==> src/rtl/brb_pkg.sv <==
`timescale 1ns / 1ps
// ----------------------------------------------------------------------------
// brb_pkg
// Shared types and constants for the byte ring buffer: sizes, operation and
// status codes, and the control bundles passed between top level, lanes and
// merge stage.
// ----------------------------------------------------------------------------
package brb_pkg;

  // Store geometry. The store is split into one bank per byte lane.
  localparam int DEPTH  = 256;
  localparam int LANES  = 8;
  localparam int LANE_W = $clog2(LANES);
  localparam int ROWS   = DEPTH / LANES;
  localparam int ROW_W  = $clog2(ROWS);
  localparam int PTR_W  = $clog2(DEPTH);
  localparam int CNT_W  = PTR_W + 1;

  // Field widths of one word.
  localparam int OP_W   = 3;
  localparam int LEN_W  = 4;
  localparam int BYTE_W = 8;
  localparam int DATA_W = LANES * BYTE_W;
  localparam int STS_W  = 2;

  // Operation codes.
  typedef enum logic [OP_W-1:0] {
    OP_WRITE = 3'd0,
    OP_READ  = 3'd1,
    OP_PEEK  = 3'd2,
    OP_SKIP  = 3'd3,
    OP_CLEAR = 3'd4
  } op_t;

  // Result status codes.
  typedef enum logic [STS_W-1:0] {
    ST_OK       = 2'd0,
    ST_NO_DATA  = 2'd1,
    ST_NO_SPACE = 2'd2,
    ST_BAD_LEN  = 2'd3
  } status_t;

  // Access control broadcast to every lane bank.
  typedef struct packed {
    logic              wr_en;
    logic              rd_en;
    logic [PTR_W-1:0]  wr_ptr;
    logic [PTR_W-1:0]  rd_ptr;
    logic [LEN_W-1:0]  length;
    logic [DATA_W-1:0] wr_data;
  } lane_ctrl_t;

  // Result fields that travel alongside the bank read data.
  typedef struct packed {
    status_t           status;
    logic [LEN_W-1:0]  read_count;
    logic [CNT_W-1:0]  fill_level;
    logic [LANE_W-1:0] rot;
  } meta_t;

endpackage

==> src/rtl/brb_if.sv <==
`timescale 1ns / 1ps
// ----------------------------------------------------------------------------
// brb_req_if / brb_rsp_if
// Valid/ready channels for request words and result words.
// ----------------------------------------------------------------------------
interface brb_req_if;
  logic                        valid;
  logic                        ready;
  logic [brb_pkg::OP_W-1:0]    op;
  logic [brb_pkg::LEN_W-1:0]   length;
  logic [brb_pkg::DATA_W-1:0]  write_data;

  modport source (output valid, output op, output length, output write_data,
                  input ready);
  modport sink   (input valid, input op, input length, input write_data,
                  output ready);
endinterface

interface brb_rsp_if;
  logic                        valid;
  logic                        ready;
  logic [brb_pkg::STS_W-1:0]   status;
  logic [brb_pkg::DATA_W-1:0]  read_data;
  logic [brb_pkg::LEN_W-1:0]   read_count;
  logic [brb_pkg::CNT_W-1:0]   fill_level;

  modport source (output valid, output status, output read_data,
                  output read_count, output fill_level, input ready);
  modport sink   (input valid, input status, input read_data,
                  input read_count, input fill_level, output ready);
endinterface

==> src/rtl/brb_lane.sv <==
`timescale 1ns / 1ps
// ----------------------------------------------------------------------------
// brb_lane
// One byte bank of the store. The bank holds every byte whose stream
// position has the lane number in its low bits; it works out its own share of
// a write and its own row of a read from the shared pointers.
// ----------------------------------------------------------------------------
module brb_lane (
  input  logic                         clk,
  input  brb_pkg::lane_ctrl_t          ctrl,
  input  logic [brb_pkg::LANE_W-1:0]   lane_id,
  output logic [brb_pkg::BYTE_W-1:0]   rd_byte
);

  logic [brb_pkg::BYTE_W-1:0] mem [brb_pkg::ROWS];

  logic [brb_pkg::LANE_W-1:0] wr_off;
  logic [brb_pkg::LANE_W-1:0] rd_off;
  logic [brb_pkg::PTR_W-1:0]  wr_addr;
  logic [brb_pkg::PTR_W-1:0]  rd_addr;
  logic [brb_pkg::ROW_W-1:0]  wr_row;
  logic [brb_pkg::ROW_W-1:0]  rd_row;
  logic                       wr_hit;
  logic [brb_pkg::BYTE_W-1:0] wr_byte;

  // Offset of this bank within the word, counted from each pointer.
  assign wr_off  = lane_id - ctrl.wr_ptr[brb_pkg::LANE_W-1:0];
  assign rd_off  = lane_id - ctrl.rd_ptr[brb_pkg::LANE_W-1:0];
  assign wr_addr = ctrl.wr_ptr + brb_pkg::PTR_W'(wr_off);
  assign rd_addr = ctrl.rd_ptr + brb_pkg::PTR_W'(rd_off);
  assign wr_row  = wr_addr[brb_pkg::PTR_W-1:brb_pkg::LANE_W];
  assign rd_row  = rd_addr[brb_pkg::PTR_W-1:brb_pkg::LANE_W];

  // The bank takes a byte only if its offset falls inside the write length.
  assign wr_hit  = ctrl.wr_en && (brb_pkg::LEN_W'(wr_off) < ctrl.length);
  assign wr_byte = ctrl.wr_data[wr_off*brb_pkg::BYTE_W +: brb_pkg::BYTE_W];

  // Bank write port.
  always_ff @(posedge clk) begin
    if (wr_hit) begin
      mem[wr_row] <= wr_byte;
    end
  end

  // Registered read port; the data holds until the next read.
  always_ff @(posedge clk) begin
    if (ctrl.rd_en) begin
      rd_byte <= mem[rd_row];
    end
  end

endmodule

==> src/rtl/brb_merge.sv <==
`timescale 1ns / 1ps
// ----------------------------------------------------------------------------
// brb_merge
// Merging stage. Rotates the lane bytes back into word order, masks the bytes
// past the read count, and holds the result in an output register. A result
// stage in front of the output register lets a new word in while a finished
// result waits.
// ----------------------------------------------------------------------------
module brb_merge (
  input  logic                                        clk,
  input  logic                                        rst,
  input  logic                                        load,
  input  brb_pkg::meta_t                              meta,
  input  logic [brb_pkg::LANES-1:0][brb_pkg::BYTE_W-1:0] lane_bytes,
  output logic                                        can_load,
  brb_rsp_if.source                                   rsp
);

  logic                        stage_valid;
  brb_pkg::meta_t              stage_meta;
  logic                        advance;
  logic                        take;
  logic                        out_valid;
  logic [brb_pkg::STS_W-1:0]   out_status;
  logic [brb_pkg::DATA_W-1:0]  out_data;
  logic [brb_pkg::LEN_W-1:0]   out_count;
  logic [brb_pkg::CNT_W-1:0]   out_fill;
  logic [brb_pkg::DATA_W-1:0]  merged;

  assign advance  = !out_valid || rsp.ready;
  assign take     = stage_valid && advance;
  assign can_load = !stage_valid || advance;

  // Put each bank byte back in its place in the word.
  always_comb begin
    merged = '0;
    for (int i = 0; i < brb_pkg::LANES; i++) begin
      if (brb_pkg::LEN_W'(i) < stage_meta.read_count) begin
        merged[i*brb_pkg::BYTE_W +: brb_pkg::BYTE_W] =
          lane_bytes[stage_meta.rot + brb_pkg::LANE_W'(i)];
      end
    end
  end

  // Result stage control.
  always_ff @(posedge clk) begin
    if (rst) begin
      stage_valid <= 1'b0;
    end else if (load) begin
      stage_valid <= 1'b1;
    end else if (take) begin
      stage_valid <= 1'b0;
    end
  end

  always_ff @(posedge clk) begin
    if (load) begin
      stage_meta <= meta;
    end
  end

  // Output register control.
  always_ff @(posedge clk) begin
    if (rst) begin
      out_valid <= 1'b0;
    end else if (take) begin
      out_valid <= 1'b1;
    end else if (rsp.ready) begin
      out_valid <= 1'b0;
    end
  end

  always_ff @(posedge clk) begin
    if (take) begin
      out_status <= stage_meta.status;
      out_data   <= merged;
      out_count  <= stage_meta.read_count;
      out_fill   <= stage_meta.fill_level;
    end
  end

  assign rsp.valid      = out_valid;
  assign rsp.status     = out_status;
  assign rsp.read_data  = out_data;
  assign rsp.read_count = out_count;
  assign rsp.fill_level = out_fill;

endmodule

==> src/rtl/byte_ring_buffer.sv <==
`timescale 1ns / 1ps
// ----------------------------------------------------------------------------
// byte_ring_buffer
// Result path: the bank read and the result stage load when a word is
// accepted, and the output register then takes the result from the result stage.
// Throughput: one word per cycle while the result side keeps ready high;
// the lane banks take all eight bytes of a word in one access.
// Reset: pointers and stored count clear, buffer size returns to 256; the
// byte banks are not cleared and hold nothing readable until written.
// ----------------------------------------------------------------------------
module byte_ring_buffer (
  input  logic                        clk,
  input  logic                        rst,
  input  logic                        buffer_size_we,
  input  logic [brb_pkg::CNT_W-1:0]   buffer_size,
  brb_req_if.sink                     req,
  brb_rsp_if.source                   rsp
);

  logic [brb_pkg::CNT_W-1:0] size_used;
  logic [brb_pkg::PTR_W-1:0] read_pointer;
  logic [brb_pkg::PTR_W-1:0] read_pointer_next;
  logic [brb_pkg::PTR_W-1:0] write_pointer;
  logic [brb_pkg::PTR_W-1:0] write_pointer_next;
  logic [brb_pkg::CNT_W-1:0] stored_count;
  logic [brb_pkg::CNT_W-1:0] stored_count_next;

  logic                      accept;
  logic                      can_load;
  logic                      do_write;
  logic                      do_advance;
  logic                      do_clear;
  logic [brb_pkg::LEN_W-1:0] rd_count;
  brb_pkg::status_t          status;
  logic [brb_pkg::CNT_W-1:0] free_space;
  logic [brb_pkg::CNT_W-1:0] len_ext;
  logic                      len_over;

  brb_pkg::lane_ctrl_t                                 lane_ctrl;
  brb_pkg::meta_t                                      meta;
  logic [brb_pkg::LANES-1:0][brb_pkg::BYTE_W-1:0]      lane_bytes;

  assign req.ready  = can_load;
  assign accept     = req.valid && req.ready;
  assign len_ext    = brb_pkg::CNT_W'(req.length);
  assign len_over   = req.length > brb_pkg::LEN_W'(brb_pkg::LANES);
  assign free_space = size_used - stored_count;

  // Decode the word and check it against the fill state.
  always_comb begin
    status     = brb_pkg::ST_OK;
    do_write   = 1'b0;
    do_advance = 1'b0;
    do_clear   = 1'b0;
    rd_count   = '0;
    unique case (req.op)
      brb_pkg::OP_WRITE: begin
        if (len_over) begin
          status = brb_pkg::ST_BAD_LEN;
        end else if (req.length != '0) begin
          if (len_ext > free_space) begin
            status = brb_pkg::ST_NO_SPACE;
          end else begin
            do_write = 1'b1;
          end
        end
      end
      brb_pkg::OP_READ, brb_pkg::OP_PEEK, brb_pkg::OP_SKIP: begin
        if (len_over) begin
          status = brb_pkg::ST_BAD_LEN;
        end else if (len_ext > stored_count) begin
          status = brb_pkg::ST_NO_DATA;
        end else begin
          if (req.op != brb_pkg::OP_SKIP) begin
            rd_count = req.length;
          end
          if (req.op != brb_pkg::OP_PEEK) begin
            do_advance = 1'b1;
          end
        end
      end
      brb_pkg::OP_CLEAR: begin
        do_clear = 1'b1;
      end
      default: begin
        status = brb_pkg::ST_OK;
      end
    endcase
  end

  // Pointer and count update for the word.
  always_comb begin
    read_pointer_next  = read_pointer;
    write_pointer_next = write_pointer;
    stored_count_next  = stored_count;
    if (do_clear) begin
      read_pointer_next  = '0;
      write_pointer_next = '0;
      stored_count_next  = '0;
    end else if (do_write) begin
      write_pointer_next = write_pointer + brb_pkg::PTR_W'(req.length);
      stored_count_next  = stored_count + len_ext;
    end else if (do_advance) begin
      read_pointer_next  = read_pointer + brb_pkg::PTR_W'(req.length);
      stored_count_next  = stored_count - len_ext;
    end
  end

  // State registers; a size write drops all stored bytes.
  always_ff @(posedge clk) begin
    if (rst) begin
      size_used     <= brb_pkg::CNT_W'(brb_pkg::DEPTH);
      read_pointer  <= '0;
      write_pointer <= '0;
      stored_count  <= '0;
    end else if (buffer_size_we) begin
      if (buffer_size == '0) begin
        size_used <= brb_pkg::CNT_W'(1);
      end else if (buffer_size > brb_pkg::CNT_W'(brb_pkg::DEPTH)) begin
        size_used <= brb_pkg::CNT_W'(brb_pkg::DEPTH);
      end else begin
        size_used <= buffer_size;
      end
      read_pointer  <= '0;
      write_pointer <= '0;
      stored_count  <= '0;
    end else if (accept) begin
      read_pointer  <= read_pointer_next;
      write_pointer <= write_pointer_next;
      stored_count  <= stored_count_next;
    end
  end

  // Bank access for this word.
  assign lane_ctrl.wr_en   = accept && do_write;
  assign lane_ctrl.rd_en   = accept;
  assign lane_ctrl.wr_ptr  = write_pointer;
  assign lane_ctrl.rd_ptr  = read_pointer;
  assign lane_ctrl.length  = req.length;
  assign lane_ctrl.wr_data = req.write_data;

  for (genvar g = 0; g < brb_pkg::LANES; g++) begin : g_lane
    brb_lane u_lane (
      .clk     (clk),
      .ctrl    (lane_ctrl),
      .lane_id (brb_pkg::LANE_W'(g)),
      .rd_byte (lane_bytes[g])
    );
  end

  // Result fields that follow the bank data into the merge stage.
  assign meta.status     = status;
  assign meta.read_count = rd_count;
  assign meta.fill_level = stored_count_next;
  assign meta.rot        = read_pointer[brb_pkg::LANE_W-1:0];

  brb_merge u_merge (
    .clk        (clk),
    .rst        (rst),
    .load       (accept),
    .meta       (meta),
    .lane_bytes (lane_bytes),
    .can_load   (can_load),
    .rsp        (rsp)
  );

endmodule
==> src/flat_wrapper.sv <==
// flat-port wrapper written by rule: the top's interface ports become plain ports
module byte_ring_buffer_flat 
  (clk, rst, buffer_size_we, buffer_size, req_valid, req_op, req_length, req_write_data, req_ready, rsp_valid, rsp_status, rsp_read_data, rsp_read_count, rsp_fill_level, rsp_ready);
  brb_req_if req_i ();
  brb_rsp_if rsp_i ();
  input  logic clk;
  input  logic rst;
  input  logic buffer_size_we;
  input  logic [brb_pkg::CNT_W-1:0] buffer_size;
  input wire logic [$bits(req_i.valid)-1:0] req_valid;
  input wire logic [$bits(req_i.op)-1:0] req_op;
  input wire logic [$bits(req_i.length)-1:0] req_length;
  input wire logic [$bits(req_i.write_data)-1:0] req_write_data;
  output wire logic [$bits(req_i.ready)-1:0] req_ready;
  output wire logic [$bits(rsp_i.valid)-1:0] rsp_valid;
  output wire logic [$bits(rsp_i.status)-1:0] rsp_status;
  output wire logic [$bits(rsp_i.read_data)-1:0] rsp_read_data;
  output wire logic [$bits(rsp_i.read_count)-1:0] rsp_read_count;
  output wire logic [$bits(rsp_i.fill_level)-1:0] rsp_fill_level;
  input wire logic [$bits(rsp_i.ready)-1:0] rsp_ready;
  assign req_i.valid = req_valid;
  assign req_i.op = req_op;
  assign req_i.length = req_length;
  assign req_i.write_data = req_write_data;
  assign req_ready = req_i.ready;
  assign rsp_valid = rsp_i.valid;
  assign rsp_status = rsp_i.status;
  assign rsp_read_data = rsp_i.read_data;
  assign rsp_read_count = rsp_i.read_count;
  assign rsp_fill_level = rsp_i.fill_level;
  assign rsp_i.ready = rsp_ready;
  byte_ring_buffer u_core (.clk(clk), .rst(rst), .buffer_size_we(buffer_size_we), .buffer_size(buffer_size), .req(req_i), .rsp(rsp_i));
endmodule
==> config.mk <==
export PLATFORM = sky130hd
export DESIGN_NAME = byte_ring_buffer_flat
export DESIGN_NICKNAME = d
export VERILOG_FILES = /design/src/rtl/brb_pkg.sv /design/src/rtl/brb_if.sv /design/src/rtl/brb_lane.sv /design/src/rtl/brb_merge.sv /design/src/rtl/byte_ring_buffer.sv /design/src/flat_wrapper.sv
export SDC_FILE = /design/constraint.sdc
export NUM_CORES = 2
export LEC_CHECK = 0
export ABC_AREA = 1
export BUFFER_PORTS_ARGS = -buffer_cell sky130_fd_sc_hd__buf_2
export CAP_MARGIN = 20
export CELL_PAD_IN_SITES_DETAIL_PLACEMENT = 1
export CELL_PAD_IN_SITES_GLOBAL_PLACEMENT = 1
export CORE_MARGIN = 3
export CORE_UTILIZATION = 36
export CTS_CLUSTER_DIAMETER = 200
export DETAILED_ROUTE_END_ITERATION = 6
export GPL_ROUTABILITY_DRIVEN = 0
export PLACE_DENSITY = 0.66
export REMOVE_ABC_BUFFERS = 1
export SYNTH_ARGS = -nofsm -noshare
export SYNTH_HDL_FRONTEND = slang
export SYNTH_HIERARCHICAL = 1
export SYNTH_SLANG_ARGS = --single-unit
==> constraint.sdc <==
create_clock -name clk -period 10.36 [get_ports clk]
set_clock_uncertainty 0.1 [all_clocks]
set_input_delay 1.554 -clock clk [delete_from_list [all_inputs] [get_ports clk]]
set_output_delay 1.554 -clock clk [all_outputs]
set_load 0.05 [all_outputs]
**Word level (Yosys, flattened, before mapping)**

Memory sizes are Yosys's and may differ from the RTL's. A register that Yosys moved wholly into a read port is not among the register bits.
Index checks and enable logic that the tools add are counted.

- Add/subtract/negate cells: 44
- Multiply operators: 0
- Div/mod/pow operators: 0
- $lt $le $gt $ge: 28
- Equality and inequality tests: 7
- Shift operators: 8
- Mux-type cells: 61
- Bitwise gates (word level): 2
- Reduce and logical (&&, ||, !) cells: 27

Operator list:

| kind | count |
|---|---|
| 64-bit by 7-bit variable part select with 8-bit output | 8 |
| 8-bit binary-select mux with 3-bit select | 8 |
| 8-bit by 3-bit adder with 8-bit output | 16 |
| 8-bit 2-to-1 mux | 13 |
| 9-bit 2-to-1 mux | 5 |
| 3-bit by 4-bit less-than comparator with 1-bit output | 8 |
| 3-bit by 4-bit less-than comparator with 1-bit output, second input constant | 8 |
| 1-bit 2-to-1 mux | 30 |
| 3-bit subtractor, first input constant | 8 |
| 4-bit by 9-bit greater-than comparator with 1-bit output | 2 |
| 8-bit by 4-bit adder with 8-bit output | 2 |
| 3-bit by 4-bit less-than comparator with 1-bit output, first input constant | 4 |
| 3-bit adder, second input constant | 4 |
| 1-bit by 3-bit subtractor with 3-bit output, first input constant | 4 |
| 2-bit by 3-bit subtractor with 3-bit output, first input constant | 4 |
| 1-bit logical AND | 11 |
| 9-bit by 4-bit adder with 9-bit output | 1 |
| 9-bit greater-than comparator, second input constant | 1 |
| 9-bit zero test | 1 |
| 9-bit by 4-bit subtractor with 9-bit output | 1 |
| 9-bit subtractor | 1 |
| 1-bit by 4-bit less-than comparator with 1-bit output, first input constant | 2 |
| 2-bit by 4-bit less-than comparator with 1-bit output, first input constant | 2 |
| 2-bit 2-to-1 mux | 4 |
| 20 further kinds | 29 |

- Bits in registers: 133
- Bits in latches: 0
- Memory bits (writable): 2048
- ROM bits: 0
- Input port bits: 85
- Output and inout port bits: 81
- Logic and storage cells: 206
- Memories kept: 8

Memory list:

| memory | depth | bits a word | rd ports | clocked after memory_dff | wr ports | RTL line | text |
|---|---|---|---|---|---|---|---|
| u_core.g_lane[0].u_lane.mem | 32 | 8 | 1 | 1 | 1 | brb_lane.sv:15 | `logic [brb_pkg::BYTE_W-1:0] mem [brb_pkg::ROWS];` |
| u_core.g_lane[1].u_lane.mem | 32 | 8 | 1 | 1 | 1 | brb_lane.sv:15 |  |
| u_core.g_lane[2].u_lane.mem | 32 | 8 | 1 | 1 | 1 | brb_lane.sv:15 |  |
| u_core.g_lane[3].u_lane.mem | 32 | 8 | 1 | 1 | 1 | brb_lane.sv:15 |  |
| u_core.g_lane[4].u_lane.mem | 32 | 8 | 1 | 1 | 1 | brb_lane.sv:15 |  |
| u_core.g_lane[5].u_lane.mem | 32 | 8 | 1 | 1 | 1 | brb_lane.sv:15 |  |
| +2 memories | n/a | n/a | n/a | n/a | n/a | n/a |  |

**Longest topological paths before layout**

- Depth in word-level cells: 10
- Mapped depth: 22
- Mapped depth without buffers: 20

**Modules after synthesis**

Netlist, hierarchy kept.

By module, submodules not included:

| module | times used | cells an instance | area each (um2) | sequential area each (um2) |
|---|---|---|---|---|
| brb_lane (u_core.g_lane[0].u_lane ...) | 4 | 1119 | 12200.5 | 7927.6 |
| brb_lane (u_core.g_lane[4].u_lane ...) | 3 | 1125 | 12082.8 | 7927.6 |
| brb_lane (u_core.g_lane[7].u_lane) | 1 | 1121 | 12121.6 | 7927.6 |
| brb_merge | 1 | 790 | 5815.6 | 2952.8 |
| byte_ring_buffer | 1 | 482 | 3183.1 | 680.7 |

**Least setup slack after synthesis**

OpenSTA, ideal clock, no wires.

- Kind: input port to flip-flop
- From: in rsp_ready
- To: reg u_core.u_merge.out_fill, in the netlist u_core/u_merge/rsp.fill_level[0], enable pin
- Setup time: 542 ps
- Arrival: 5420 ps
- Data required time: 9718 ps
- Slack: 4298 ps
- Cell stages on the path: 2
- Path buffers: 0
- Path through: inv_1 a21oi_1

- Longest elaborated chain between the ends: 2

RTL lines:

| item | RTL line | text |
|---|---|---|
| start: declaration | flat_wrapper.sv:20 | `input wire logic [$bits(rsp_i.ready)-1:0] rsp_ready;` |
| 1-bit logical OR | brb_merge.sv:30 | `assign advance = !out_valid \|\| rsp.ready;` |
| 1-bit logical AND | brb_merge.sv:31 | `assign take = stage_valid && advance;` |
| via u_core.u_merge.take | brb_merge.sv:22 | `logic take;` |
| end signal: assignment | brb_merge.sv:78 | `out_fill <= stage_meta.fill_level;` |
| end: declaration | brb_merge.sv:27 | `logic [brb_pkg::CNT_W-1:0] out_fill;` |

The timed path passes the listed nets, and every way through them passes these cells.
A chain may end at the register's enable or synchronous reset.

**Worst setup path in the final report**

- From: reg u_core/read_pointer[0] (netlist name)
- To: reg u_core/g_lane[0].u_lane/rd_byte[4] (netlist name) (read register of u_core.g_lane[0].u_lane.mem) (data pin)

- Longest elaborated chain between the ends: 2

RTL lines:

| item | RTL line | text |
|---|---|---|
| start: declaration | byte_ring_buffer.sv:21 | `logic [brb_pkg::PTR_W-1:0] read_pointer;` |
| start signal: assignment | byte_ring_buffer.sv:128 | `read_pointer <= read_pointer_next;` |
| 1-bit by 3-bit subtractor with 3-bit output | brb_lane.sv:28 | `assign rd_off = lane_id - ctrl.rd_ptr[brb_pkg::LANE_W-1:0];` |
| 8-bit by 3-bit adder with 8-bit output (*) | brb_lane.sv:30 | `assign rd_addr = ctrl.rd_ptr + brb_pkg::PTR_W'(rd_off);` |
| end: declaration | brb_lane.sv:12 | `output logic [brb_pkg::BYTE_W-1:0] rd_byte` |

Every way passes the cells marked *; elsewhere a longest branch is shown, timed or not.

==> flow_summary.yaml <==
run_status:
  status: "finished clean"
synthesis:
  yosysSeqAreaShare: 0.632
  synth.avg_cell_area_um2: 10.4
  yosys-top-cells-count: "nand3_1 (2,561), nand2_1 (2,395), edfxtp_1 (2,209), inv_1 (706), nor2_1 (489)"
  synthArstFlopShare: 0
  ys_ff_latch: 2245
  yosys_most_used_dff: "edfxtp_1"
  yosys.cell_count.top_type: "nand3_1"
  synth_warnings: 6
  yosys-top-cells-area: "edfxtp_1 (62%), nand3_1 (12%), nand2_1 (8.5%)"
  synth_top_area_share: 0.625
  yosysTopAreaCell: "edfxtp_1"
  synth_area_um2: 106000
  synthCells: 10200
  ys_types: 56
  synth_edf_count: 2209
power_and_ir_drop:
  peakVddDrop_mv: 0.150
  clockPowerShare: 0.419
  power.share.switching: 0.243
  p_comb_frac: 0.081
  power_switching_w: 0.00499
  pwr-share-seq: 0.500
  p_int_w: 0.0156
  p_per_area_nw_per_um2: 172
  leakagePower_nw: 44.6
drt:
  via_per_inst: 5.50
  via_count: 79200
  drt-initial-drc-count: 7977
  wl_per_cell_um: 25.6
  drc_errors: 0
  dr.pass1.iters: 6
  antenna_left: 0
  drt-total-wl_um: 368000
floorplanning:
  pin_count: 166
  die_x_um: 549
  num_rows: 198
  core_um2: 292000
  die_area_um2: 301000
  initial_utilization: 0.363
  dieHeight_um: 549
global_routing:
  grt_first_pass_wirelength_um: 536000
  antenna_found_initial: 83
  grt_start_max_net_pins: 106
  grt-busiest-layer: "met2"
  grt_use_met1: 0.308
  grt_overflow: 0
  grt.total_usage: 0.237
  grtUsageMet2: 0.390
  grt_pass1_vias: 80600
  met3_usage: 0.0377
critical_path:
  path_delay_family: "simple AND/OR/NAND/NOR gates"
  cp.required_ns: 10.89
  r2r-end: "u_core/g_lane[0].u_lane/rd_byte[4]$_DFFE_PP_"
  reg2reg_slack_ns: 4.42
  r2r_cells: 21
  path_class: "reg -> reg"
  slowest_stage: "buf_4"
  cp_max_fo: 81
  max_stage_delay_ns: 0.72
  cp-start-kind: "flip-flop"
  path_cells: "buf_4 -> inv_1 -> nor2_4 -> inv_1 -> fa_1 -> xnor2_1 -> xor2_1 -> ha_1 -> nand2_1 -> inv_1 -> nand2_1 -> nand3_4 -> nand2_4 -> buf_4 -> inv_2 -> nand2_1 -> nand3_1 -> nand3_1 -> nand3_1 -> nand3_1 -> nand2_1"
  cp_num_buf_inv: 6
  end_kind: "flip-flop"
  reg2reg_from: "u_core/read_pointer[0]$_SDFFE_PP0P_"
  arrival_ns: 6.47
clocking:
  clkLatencyLatePin_ns: 0.93
  postCtsSetupRepairBufs: 0
  htree_levels: 4
  cts_buffer_depth: 4
  cts_sinks: 2245
  cts.repair.resized: 0
  cts_tree: "built"
  path_clk_slew_ns: 0.06
  cts-hold-fix-buffers: 0
  cts_buffers: 236
  clock-root-buffer: "clkbuf_16"
layout:
  final_nets: 10400
  final.fill_count: 32200
  synthToLayoutAreaGrowth_pct: 12.3
  drive_gt1_frac: 0.0892
sta:
  clock.fmax_mhz: 168
  period_needed_ns: 5.94
  rsz0062_at_grt: "no"
  tns_ns: 0
  hold_slack_ns: 0.321
  final_max_slew_viol_count: 0
  slew_headroom: 0.195
  setup_viol: 0
  report.final.hold_viol_count: 0
  finalCritPeriodShare: 0.573
  worst_slew_pin_slew_ns: 1.20
worst_hold_path:
  hold_end: "u_core/u_merge/rsp.status[1]$_DFFE_PP_"
  hp-class: "reg -> reg"
  worstHoldPathCells: 0
  hp-start: "u_core/u_merge/stage_meta[17]$_DFFE_PP_"
placed_design:
  hpwl_um: 237000
  io_buffers: 165
flow_run:
  maxCapViolations: 0
area by class of cell:
class                      count  area, um2  area share
sequential                  2245      67100       0.563
tap                         3900       4880      0.0409
antenna                       51        128     0.00107
multi-input combinational   6681      34100       0.286
timing repair buffer         320       2260      0.0189
clock buffer                 286       6110      0.0513
clock inverter               150       1760      0.0147
inverter                     761       2880      0.0242
per-layer routing:
metal / vias up / wire length, um / part of all wire
li1: 35700 / - / -
met1: 39900 / 151000 / 0.41
met2: 2908 / 175000 / 0.47
met3: 720 / 24800 / 0.067
met4: 6 / 17400 / 0.047
met5: - / 36 / 0.000098
cell families after synthesis:
group,share of synthesized area
AND/OR/NAND/NOR,0.248
XOR/XNOR,0.0101
adder cells (fa/ha/maj),0.0150
buffers and inverters,0.0596
other,0.0000707
multiplexers,0.00603
AO/OA/AOI/OAI,0.0301
flip-flops,0.632
power by group through the flow:
stage,Combinational [W],Clock (W),Sequential (W)
6_report,0.00166,0.00862,0.0103
5_1_grt,0.00177,0.00918,0.0103
4_1_cts,0.00165,0.00879,0.0103
3_5_place_dp,0.00164,0,0.0105
3_3_place_gp,0.00161,0,0.0105
2_1_floorplan,0.000731,0,0.0105
sequential cells by signal (all words and copies together) (netlist names):
signal / count
u_core/g_lane.u_lane/mem: 2048
u_core/g_lane.u_lane/rd_byte: 64
u_core/u_merge/rsp.read_data: 64
u_core/u_merge/stage_meta: 18
u_core/size_used: 9
u_core/stored_count: 9
u_core/u_merge/rsp.fill_level: 9
u_core/read_pointer: 8
u_core/write_pointer: 8
u_core/u_merge/rsp.read_count: 4
u_core/u_merge/rsp.status: 2
u_core/u_merge/rsp.valid: 1
u_core/u_merge/stage_valid: 1
layout by cell type (no fill, tap or decap), drive strengths merged:
| master | instances |
|---|---|
| nand3 | 2569 |
| o211ai | 73 |
| o211a | 1 |
| a31oi | 66 |
| nor4 | 3 |
| fa | 21 |
| o2111ai | 1 |
| clkinvlp | 13 |
| a21o | 8 |
| or2 | 9 |
| xnor2 | 28 |
| edfxtp | 2209 |
| inv | 761 |
| conb | 48 |
| dfxtp | 36 |
| o21ai | 226 |
| mux2i | 64 |
| nand4 | 35 |
| xor2 | 62 |
| nor3 | 8 |
| clkinv | 106 |
| a211oi | 1 |
| clkbuf | 286 |
| o22ai | 3 |
| a22o | 2 |
| nand2 | 2424 |
| or3b | 8 |
| nand3b | 216 |
| diode | 51 |
| ha | 94 |
| o21a | 1 |
| nor2 | 518 |
| bufinv | 31 |
| a21oi | 191 |
| buf | 320 |
| nor3b | 1 |
through the flow:
stage | cell area (um2) | instances | power (W) | setup slack, ns | utilization
3_5_place_dp | 111000 | 13900 | 0.0121 | 4.11 | 0.379
6_report | 119000 | 14400 | 0.0205 | 4.42 | 0.408
3_3_place_gp | 111000 | 13900 | 0.0121 | 4.16 | 0.379
5_1_grt | 119000 | 14400 | 0.0212 | 4.06 | 0.408
2_1_floorplan | 103000 | 9687 | 0.0113 | 2.31 | -
4_1_cts | 119000 | 14300 | 0.0207 | 4.33 | 0.406
worst max-delay path by stage:
stage          slack [ns]                                      endpoint                           startpoint  depth (start not counted)
3_3_place_gp         4.16   u_core/g_lane[3].u_lane/mem[6][1]$_DFFE_PP_                        req_length[3]                         13
3_5_place_dp         4.11   u_core/g_lane[0].u_lane/mem[2][4]$_DFFE_PP_                        req_length[3]                         11
5_1_grt              4.06  u_core/g_lane[0].u_lane/rd_byte[4]$_DFFE_PP_  u_core/read_pointer[0]$_SDFFE_PP0P_                         21
4_1_cts              4.33  u_core/g_lane[0].u_lane/rd_byte[4]$_DFFE_PP_  u_core/read_pointer[0]$_SDFFE_PP0P_                         21
2_1_floorplan        2.31  u_core/g_lane[4].u_lane/rd_byte[5]$_DFFE_PP_  u_core/read_pointer[1]$_SDFFE_PP0P_                         17
6_report             4.42  u_core/g_lane[0].u_lane/rd_byte[4]$_DFFE_PP_  u_core/read_pointer[0]$_SDFFE_PP0P_                         21
(Power assumes the default switching activity.)
